### src/dqs_pkg.sv
// Shared opcodes, status codes and transfer types of the deque-with-search block.
package dqs_pkg;

  localparam int unsigned OpW  = 3;
  localparam int unsigned StW  = 2;
  localparam int unsigned ValW = 32;
  localparam int unsigned PosW = 5;

  localparam logic [OpW-1:0] OP_INS_FRONT = 3'd0;
  localparam logic [OpW-1:0] OP_INS_REAR  = 3'd1;
  localparam logic [OpW-1:0] OP_REM_FRONT = 3'd2;
  localparam logic [OpW-1:0] OP_REM_REAR  = 3'd3;
  localparam logic [OpW-1:0] OP_SEARCH    = 3'd4;

  localparam logic [StW-1:0] ST_OK    = 2'd0;
  localparam logic [StW-1:0] ST_EMPTY = 2'd1;
  localparam logic [StW-1:0] ST_FULL  = 2'd2;
  localparam logic [StW-1:0] ST_MISS  = 2'd3;

  typedef struct packed {
    logic [OpW-1:0]         opcode;
    logic signed [ValW-1:0] item_value;
  } req_t;

  typedef struct packed {
    logic [StW-1:0]         status;
    logic signed [ValW-1:0] removed_value;
    logic [PosW-1:0]        found_position;
  } rsp_t;

  typedef enum logic [2:0] {
    CMD_NONE,
    CMD_LOAD,
    CMD_INSERT,
    CMD_REM_READ,
    CMD_REM_DONE,
    CMD_SCAN_START,
    CMD_SCAN_STEP,
    CMD_HIT
  } cmd_e;

  // CMD_NONE with fail set closes the item with the given status and zero fields.
  typedef struct packed {
    cmd_e           cmd;
    logic           fail;
    logic [StW-1:0] status;
  } ctl_t;

  typedef struct packed {
    logic [OpW-1:0] op;
    logic           full;
    logic           empty;
    logic           hit;
    logic           last;
  } sts_t;

endpackage

### src/dqs_ram.sv
// Generic single-write, single-read RAM with registered read data.
module dqs_ram #(
  parameter int unsigned Width = 32,
  parameter int unsigned Depth = 16
) (
  input  logic                     clk_i,
  input  logic                     wr_en_i,
  input  logic [$clog2(Depth)-1:0] wr_addr_i,
  input  logic [Width-1:0]         wr_data_i,
  input  logic                     rd_en_i,
  input  logic [$clog2(Depth)-1:0] rd_addr_i,
  output logic [Width-1:0]         rd_data_o
);

  logic [Width-1:0] mem_q [Depth];
  logic [Width-1:0] rd_data_q;

  always_ff @(posedge clk_i) begin
    if (wr_en_i) begin
      mem_q[wr_addr_i] <= wr_data_i;
    end
    if (rd_en_i) begin
      rd_data_q <= mem_q[rd_addr_i];
    end
  end

  assign rd_data_o = rd_data_q;

endmodule

### src/dqs_datapath.sv
// Datapath: ring pointers, occupancy, scan counter, entry RAM and result register.
module dqs_datapath #(
  parameter int unsigned Capacity = 16
) (
  input  logic          clk_i,
  input  logic          rst_ni,
  input  dqs_pkg::req_t req_i,
  input  dqs_pkg::ctl_t ctl_i,
  output dqs_pkg::sts_t sts_o,
  output dqs_pkg::rsp_t rsp_o
);
  import dqs_pkg::*;

  localparam int unsigned IW = (Capacity > 1) ? $clog2(Capacity) : 1;
  localparam int unsigned CW = $clog2(Capacity + 1);
  localparam int unsigned SW = CW + 1;

  req_t          req_q;
  rsp_t          rsp_q, rsp_d;
  logic [IW-1:0] front_q, front_d;
  logic [CW-1:0] occ_q, occ_d;
  logic [CW-1:0] idx_q, idx_d;
  logic [IW-1:0] scan_q, scan_d;

  logic [CW-1:0]   off;
  logic [SW-1:0]   sum;
  logic [IW-1:0]   slot;
  logic [IW-1:0]   scan_nxt;
  logic            wr_en, rd_en;
  logic [IW-1:0]   rd_addr;
  logic [ValW-1:0] rd_data;
  logic [31:0]     pos_full;

  // Ring offset chosen by the current command and opcode.
  always_comb begin
    off = '0;
    unique case (req_q.opcode)
      OP_INS_FRONT: off = CW'(Capacity - 1);
      OP_INS_REAR:  off = occ_q;
      OP_REM_FRONT: off = (ctl_i.cmd == CMD_REM_DONE) ? CW'(1) : '0;
      OP_REM_REAR:  off = occ_q - CW'(1);
      default:      off = '0;
    endcase
  end

  // Wrap front + offset into the ring: the sum stays below twice the capacity.
  always_comb begin
    sum = SW'(front_q) + SW'(off);
    if (sum >= SW'(Capacity)) begin
      sum = sum - SW'(Capacity);
    end
    slot = sum[IW-1:0];
  end

  assign scan_nxt = (SW'(scan_q) == SW'(Capacity - 1)) ? '0 : scan_q + IW'(1);

  always_comb begin
    wr_en   = (ctl_i.cmd == CMD_INSERT);
    rd_en   = 1'b0;
    rd_addr = slot;
    unique case (ctl_i.cmd)
      CMD_REM_READ: begin
        rd_en = 1'b1;
      end
      CMD_SCAN_START: begin
        rd_en   = 1'b1;
        rd_addr = front_q;
      end
      CMD_SCAN_STEP: begin
        rd_en   = 1'b1;
        rd_addr = scan_nxt;
      end
      default: ;
    endcase
  end

  dqs_ram #(
    .Width (ValW),
    .Depth (Capacity)
  ) u_ram (
    .clk_i     (clk_i),
    .wr_en_i   (wr_en),
    .wr_addr_i (slot),
    .wr_data_i (req_q.item_value),
    .rd_en_i   (rd_en),
    .rd_addr_i (rd_addr),
    .rd_data_o (rd_data)
  );

  assign pos_full = 32'(idx_q) + 32'd1;

  always_comb begin
    front_d = front_q;
    occ_d   = occ_q;
    idx_d   = idx_q;
    scan_d  = scan_q;
    rsp_d   = rsp_q;
    unique case (ctl_i.cmd)
      CMD_INSERT: begin
        if (req_q.opcode == OP_INS_FRONT) begin
          front_d = slot;
        end
        occ_d = occ_q + CW'(1);
        rsp_d = '{status: ST_OK, removed_value: '0, found_position: '0};
      end
      CMD_REM_DONE: begin
        if (req_q.opcode == OP_REM_FRONT) begin
          front_d = slot;
        end
        occ_d = occ_q - CW'(1);
        rsp_d = '{status: ST_OK, removed_value: rd_data, found_position: '0};
      end
      CMD_SCAN_START: begin
        idx_d  = '0;
        scan_d = front_q;
      end
      CMD_SCAN_STEP: begin
        idx_d  = idx_q + CW'(1);
        scan_d = scan_nxt;
      end
      CMD_HIT: begin
        rsp_d = '{status: ST_OK, removed_value: '0, found_position: pos_full[PosW-1:0]};
      end
      default: begin
        if (ctl_i.fail) begin
          rsp_d = '{status: ctl_i.status, removed_value: '0, found_position: '0};
        end
      end
    endcase
  end

  always_ff @(posedge clk_i or negedge rst_ni) begin
    if (!rst_ni) begin
      front_q <= '0;
      occ_q   <= '0;
    end else begin
      front_q <= front_d;
      occ_q   <= occ_d;
    end
  end

  always_ff @(posedge clk_i) begin
    if (ctl_i.cmd == CMD_LOAD) begin
      req_q <= req_i;
    end
    idx_q  <= idx_d;
    scan_q <= scan_d;
    rsp_q  <= rsp_d;
  end

  assign sts_o.op    = req_q.opcode;
  assign sts_o.full  = (SW'(occ_q) == SW'(Capacity));
  assign sts_o.empty = (occ_q == '0);
  assign sts_o.hit   = (rd_data == req_q.item_value);
  assign sts_o.last  = ((SW'(idx_q) + SW'(1)) == SW'(occ_q));

  assign rsp_o = rsp_q;

endmodule

### src/dqs_ctrl.sv
// Controller: sequences accept, execute, removal read and search scan.
module dqs_ctrl (
  input  logic          clk_i,
  input  logic          rst_ni,
  input  logic          start_i,
  input  dqs_pkg::sts_t sts_i,
  output dqs_pkg::ctl_t ctl_o,
  output logic          busy_o,
  output logic          done_o
);
  import dqs_pkg::*;

  typedef enum logic [1:0] {
    S_IDLE,
    S_EXEC,
    S_REM,
    S_SCAN
  } state_e;

  state_e state_q, state_d;
  logic   done_q, done_d;

  always_comb begin
    state_d = state_q;
    done_d  = 1'b0;
    ctl_o   = '{cmd: CMD_NONE, fail: 1'b0, status: ST_OK};
    unique case (state_q)
      S_IDLE: begin
        if (start_i) begin
          ctl_o.cmd = CMD_LOAD;
          state_d   = S_EXEC;
        end
      end
      S_EXEC: begin
        state_d = S_IDLE;
        done_d  = 1'b1;
        unique case (sts_i.op)
          OP_INS_FRONT, OP_INS_REAR: begin
            if (sts_i.full) begin
              ctl_o = '{cmd: CMD_NONE, fail: 1'b1, status: ST_FULL};
            end else begin
              ctl_o.cmd = CMD_INSERT;
            end
          end
          OP_REM_FRONT, OP_REM_REAR: begin
            if (sts_i.empty) begin
              ctl_o = '{cmd: CMD_NONE, fail: 1'b1, status: ST_EMPTY};
            end else begin
              ctl_o.cmd = CMD_REM_READ;
              state_d   = S_REM;
              done_d    = 1'b0;
            end
          end
          OP_SEARCH: begin
            if (sts_i.empty) begin
              ctl_o = '{cmd: CMD_NONE, fail: 1'b1, status: ST_EMPTY};
            end else begin
              ctl_o.cmd = CMD_SCAN_START;
              state_d   = S_SCAN;
              done_d    = 1'b0;
            end
          end
          default: begin
            // Unused opcodes: report ok with zero fields, change nothing.
            ctl_o = '{cmd: CMD_NONE, fail: 1'b1, status: ST_OK};
          end
        endcase
      end
      S_REM: begin
        ctl_o.cmd = CMD_REM_DONE;
        state_d   = S_IDLE;
        done_d    = 1'b1;
      end
      S_SCAN: begin
        priority if (sts_i.hit) begin
          ctl_o.cmd = CMD_HIT;
          state_d   = S_IDLE;
          done_d    = 1'b1;
        end else if (sts_i.last) begin
          ctl_o   = '{cmd: CMD_NONE, fail: 1'b1, status: ST_MISS};
          state_d = S_IDLE;
          done_d  = 1'b1;
        end else begin
          ctl_o.cmd = CMD_SCAN_STEP;
        end
      end
      default: state_d = S_IDLE;
    endcase
  end

  always_ff @(posedge clk_i or negedge rst_ni) begin
    if (!rst_ni) begin
      state_q <= S_IDLE;
      done_q  <= 1'b0;
    end else begin
      state_q <= state_d;
      done_q  <= done_d;
    end
  end

  assign busy_o = (state_q != S_IDLE);
  assign done_o = done_q;

endmodule

### src/deque_with_search_core.sv
// Top level of the bounded double-ended queue with linear search.
//
// A bounded deque of signed 32-bit items kept in a ring buffer of CAPACITY
// entries. A command transfer happens at a rising edge with start_i high and
// busy_o low; its opcode inserts at the front or rear, removes from the front
// or rear, or searches for item_value. Every command gives exactly one result
// on rsp_o, valid for the single cycle in which done_o is high; the receiver
// cannot stall, so capture it then. An insert, a failed command or an unused
// opcode finishes in the execute state; a removal adds one registered read of
// the entry RAM, and a search then compares k entries, k up to the occupancy.
// The search rate is set by the single RAM read port, which the scan walks
// one entry per cycle from the front. done_o rises in the cycle busy_o falls,
// so a new command may be started while the result is on the ports. The
// position field wraps to 5 bits if CAPACITY exceeds 31.
module deque_with_search_core #(
  parameter int unsigned CAPACITY = 16
) (
  input  logic          clk_i,
  input  logic          rst_ni,
  input  logic          start_i,
  input  dqs_pkg::req_t req_i,
  output logic          busy_o,
  output logic          done_o,
  output dqs_pkg::rsp_t rsp_o
);
  import dqs_pkg::*;

  ctl_t ctl;  // commands from controller to datapath
  sts_t sts;  // status back to the controller

  // Sequence each command: accept, execute, then read or scan as needed.
  dqs_ctrl u_ctrl (
    .clk_i   (clk_i),
    .rst_ni  (rst_ni),
    .start_i (start_i),
    .sts_i   (sts),
    .ctl_o   (ctl),
    .busy_o  (busy_o),
    .done_o  (done_o)
  );

  // Hold pointers, entries and the result register.
  dqs_datapath #(
    .Capacity (CAPACITY)
  ) u_datapath (
    .clk_i  (clk_i),
    .rst_ni (rst_ni),
    .req_i  (req_i),
    .ctl_i  (ctl),
    .sts_o  (sts),
    .rsp_o  (rsp_o)
  );

endmodule

### config.mk
export PLATFORM = sky130hd
export DESIGN_NAME = deque_with_search_core
export DESIGN_NICKNAME = d
export VERILOG_FILES = /design/src/dqs_pkg.sv /design/src/dqs_ram.sv /design/src/dqs_datapath.sv /design/src/dqs_ctrl.sv /design/src/deque_with_search_core.sv
export SDC_FILE = /design/constraint.sdc
export NUM_CORES = 1
export LEC_CHECK = 0
export ABC_AREA = 0
export BUFFER_PORTS_ARGS = -buffer_cell sky130_fd_sc_hd__buf_2
export CAP_MARGIN = 20
export CORE_UTILIZATION = 40
export CTS_BUF_LIST = sky130_fd_sc_hd__clkbuf_8
export DETAILED_ROUTE_END_ITERATION = 6
export GPL_TIMING_DRIVEN = 1
export PLACE_DENSITY_LB_ADDON = 0.15
export SLEW_MARGIN = 20
export SYNTH_ARGS = -nofsm -noshare
export SYNTH_HDL_FRONTEND = slang
export SYNTH_HIERARCHICAL = 1
export SYNTH_SLANG_ARGS = --single-unit
### constraint.sdc
create_clock -name clk_i -period 8.9 [get_ports clk_i]
set_input_delay 0.445 -clock clk_i [delete_from_list [all_inputs] [get_ports clk_i]]
set_output_delay 0.445 -clock clk_i [all_outputs]
set_load 0.1 [all_outputs]
**After elaboration in Yosys (flattened, before gate mapping)**

Memories as Yosys holds them, arrays and structs flattened. A register that Yosys moved wholly into a read port is not among the register bits.
Index checks and enable logic that the tools add are counted.

- Add/sub/neg operators: 8
- Order comparisons: 1
- Equal/unequal tests: 22
- Muxes and demuxes: 41
- Bitwise operators: 1
- Reduce and logical (&&, ||, !) cells: 15

Operator list:

| kind | count |
|---|---|
| case mux 39 bit (4 select lines) | 1 |
| two-way mux 39 bit | 1 |
| equality test 32 bit | 1 |
| case mux 4 bit (2 select lines) | 3 |
| two-way mux 3 bit | 7 |
| case mux 5 bit (2 select lines) | 2 |
| case mux 5 bit (4 select lines) | 1 |
| case mux 6 bit (3 select lines) | 1 |
| two-way mux 4 bit | 4 |
| adder 5 x 1 -> 5 bit, second input constant | 3 |
| equality test 3 bit, second input constant | 5 |
| two-way mux 2 bit | 7 |
| equality test 3 x 2 -> 1 bit, second input constant | 4 |
| case mux 3 bit (4 select lines) | 1 |
| two-way mux 1 bit | 9 |
| case mux 2 bit (4 select lines) | 1 |
| adder 4 x 5 -> 6 bit | 1 |
| adder 5 x 1 -> 6 bit, second input constant | 1 |
| equality test 3 x 1 -> 1 bit, second input constant | 2 |
| equality test 6 x 5 -> 1 bit | 1 |
| greater-or-equal comparator 6 x 5 -> 1 bit, second input constant | 1 |
| inequality test 2 bit, second input constant | 3 |
| case mux 3 bit (2 select lines) | 1 |
| nonzero test 2 bit | 3 |
| 19 further kinds | 24 |

- Bits in registers: 95
- RAM bits: 512
- Logic and storage cells: 100
- Memories kept: 1

Memory list:

| name | depth | width | rd ports | clocked after memory_dff | wr ports | line | RTL |
|---|---|---|---|---|---|---|---|
| u_datapath.u_ram.mem_q | 16 | 32 | 1 | 1 | 1 | dqs_ram.sv:15 | `logic [Width-1:0] mem_q [Depth];` |

**Logic depth before layout (Yosys ltp)**

- Depth after elaboration: 13
- Mapped depth: 25
- Mapped depth without buffers: 22

**Hierarchy**

Netlist, hierarchy kept.

Modules (own cells, without submodules):

| module | instances | cells an instance | area an instance (µm²) | sequential area each (µm²) |
|---|---|---|---|---|
| dqs_ram | 1 | 838 | 20,155.6 | 16,335.7 |
| dqs_datapath | 1 | 312 | 4,267.8 | 2,717.6 |
| dqs_ctrl | 1 | 41 | 305.3 | 75.1 |

**Worst setup path before layout**

OpenSTA, ideal clock, no wires.

- Kind: reg2reg
- Start: register u_datapath.idx_q[0]
- End: memory u_datapath.u_ram.mem_q[0][0], enable pin
- Setup time: 461 ps
- Arrival time: 5,976 ps
- Path slack: 2,463 ps
- Stages on the path, launching flop included: 22
- Buffers on the path: 1
- Path through: edfxtp_1 ha_1 xnor2_1 xnor2_1 o2111ai_1 a211oi_1 nand2b_1 a22oi_1 nor2_1 buf_4 nor2_1 nand2_1 o211ai_1 o21ai_0 nor2_1 ha_1 a21o_1 a21oi_1 xor2_1 xnor2_1 or3b_2 nor3_1

RTL lines:

| what | line | RTL |
|---|---|---|
| start: declaration | dqs_datapath.sv:22 | `logic [CW-1:0] idx_q, idx_d;` |
| start signal: assignment | dqs_datapath.sv:146 | `idx_q <= idx_d;` |
| end: declaration | dqs_ram.sv:15 |  |

==> qor.csv <==
metric,value,unit
status,completed,
synth.distinct_cells,57,
rsz0062_at_grt,no,
arrival,7310,ps
ctsRootBufferMaster,clkbuf_8,
synth_flop_cell,edfxtp_1,
layout_commonest_cell,edfxtp_1,
postCtsSetupRepairBufs,0,
muxShareOfSynthArea,0.120,
synth_area_leaders,"edfxtp_1, mux4_2, a22oi_1, xor2_1, dfrtp_1",
ctsLongestPathBuffers,3,
cts_made_buffers,104,
setup_viol,0,
synth_top_family_by_area,multiplexers,
netlist_instances,1191,
relSlewSlack,0.318,
yosys.area_share.simple,0.0375,
min_path_type,in -> async,
crit_type,reg -> reg,
num_rows,90,
cts_tree,yes,
cts_sinks,639,
die_h,251,um
drv_slew,0,
cp-end-kind,flop,
wl,60.0,mm
worstSetupStartpointType,flop,
post_layout_nonfiller_instances,2248,
vias_per_cell,5.46,
grt_max_degree,91,
yosys.area.top_type_share,0.761,
post_drt_wl_per_cell,26.7,um
clk_pin_slew,60,ps
drive_above_1_share,0.272,
hpwl,32.8,mm
async_flop_share,0.0188,
remaining_drc_errors,0,
finalClockSkew,34.4,ps
syn2layout_area_growth,15.0,%
htreeDepth,3,
grt_overflow_total,0,
synth-compound-area-share,0.0339,
ant_nets,0,
nets,1432,
ys_ff_latch,639,
grt_usage,0.195,
fin_crit,6950,ps
initial_utilization,0.407,
cp_max_fo,20,
grt_pass1_vias,12700,
max_freq,144,MHz
critPathRequiredTime,9270,ps
coreArea,60700,sq um
dr.pass1.iters,5,
drt_iter0_markers,957,
clock_latency,700,ps
synth_fa_ha_area_frac,0.00486,
nFillCells,5091,
placed_cells,2024,
antenna_found_initial,2,
io_buffers,78,
grt_pass1_wl,87.5,mm
syn_area_per_cell,20.8,sq um
synth-seq-area-share,0.774,
setup_tns,0,ps
synth_warnings,6,
finalHoldViolCount,0,
globalplace.congestion,0.779,
layout_common_cells,"edfxtp_1, mux4_2, clkbuf_8",
fin_crit_sh,0.781,
yosys.area_share.xor_xnor,0.0170,
synth_fp_nets,1238,
tightest_slew,1020,ps
via_count,12300,
cap_violations,0,
netlist_area,24700,sq um
io_pins,79,
yosysTopAreaCell,edfxtp_1,
die-width,251,um
die_area,62800,sq um
synth_edf_count,627,
metal layers:
layer,part of all wire,vias to the layer above,track usage,routed length [um]
li1,-,5287,-,-
met1,0.44,6586,0.271,26400
met2,0.49,320,0.314,29600
met3,0.047,80,0.0365,2800
met4,0.020,0,0.0543,1180
met5,0,-,0,0
state kept, by name, summed over array words and instances (netlist names):
signal	cells
u_datapath/occ_q	5
u_ctrl/state_q	2
u_datapath/sts_o	3
u_datapath/u_ram/rd_data_o	32
u_datapath/rsp_o	39
u_datapath/front_q	4
u_datapath/idx_q	5
u_datapath/req_q	32
u_ctrl/done_o	1
u_datapath/u_ram/mem_q	512
u_datapath/scan_q	4
timing repair:
| action | CTS | global route |
|---|---|---|
| resized for setup | 0 | 0 |
| endpoints found under the hold margin | 48 | 0 |
| setup endpoints to repair | 0 | 0 |
| hold buffers | 37 | 0 |
synth_stat cells (9+ instances only):
cell type,number
a22oi_1,66
nor2_1,40
and2_1,33
edfxtp_1,627
o21ai_0,13
mux4_2,128
a21oi_1,9
buf_2,12
inv_1,9
clkbuf_1,22
nand3_1,10
xor2_1,39
xnor2_1,9
buf_4,14
dfrtp_1,12
nand2_1,45
buf_1,10
kinds of logic (layout without fill, tap and decap cells):
family                   Yosys count  in the layout
AO/OA/AOI/OAI                    113            113
XOR/XNOR                          48             48
adder cells (fa/ha/maj)            9              9
buffers and inverters             68            342
flip-flops                       639            639
multiplexers                     136            136
other                              0              1
AND/OR/NAND/NOR                  178            178
layout make-up:
type	count	area, sq um	share of cell area
clock inverters	79	327	0.0115
inverters	10	37.5	0.00132
clock buffers	107	1470	0.0518
multi-input cells	484	5460	0.192
diodes	1	2.50	0.0000880
flip-flops and latches	639	19100	0.673
repair buffers	146	1020	0.0358
well taps	782	978	0.0344
worst max-delay path, cell delays in order, from the launching register on:
cell	delay [ps]
edfxtp_1	680
xor2_1	200
nor4_1	890
nand4_1	170
nor2_1	450
nand2b_1	260
o21ai_0	90
nand2_1	550
nand2_1	200
o211ai_1	200
o21ai_0	120
nor2_1	140
ha_1	200
a21o_1	160
a21oi_1	100
xor2_1	160
xnor2_1	370
nand3_1	390
nor2_4	860
buf_4	390
path summary, 6_finish.rpt:
kind                                                      start                                      end  slack [ps]  cells past startpoint
worst min-delay path                                     rst_ni        u_datapath/front_q[0]$_DFFE_PN0P_         180                      2
worst min register to register  u_datapath/occ_q[4]$_DFFE_PN0P_          u_datapath/occ_q[4]$_DFFE_PN0P_         560                      1
worst max-delay path             u_datapath/req_q[12]$_DFFE_PN_  u_datapath/u_ram/mem_q[13][6]$_DFFE_PP_        1950                     19
worst max register to register   u_datapath/req_q[12]$_DFFE_PN_  u_datapath/u_ram/mem_q[13][6]$_DFFE_PP_        1950                     19
max in group asynchronous                                rst_ni            u_ctrl/state_q[1]$_DFFE_PN0P_        8470                      2
min in group clk_i                                     req_i[8]            u_datapath/req_q[8]$_DFFE_PN_         460                      2
per-stage QoR:
step	worst slack [ps]	hold slack, ps	area, sq um	utilization
after CTS	1890	132	28400	0.468
after global placement	2000	366	26300	0.433
final	1950	176	28400	0.468
after floorplan	2460	149	24700	-
after detailed placement	1920	368	26300	0.433
after global routing	1420	165	28400	0.468
Power is not shown: default switching activity piles up to over one toggle a cycle in this logic, so the estimate is an artifact.
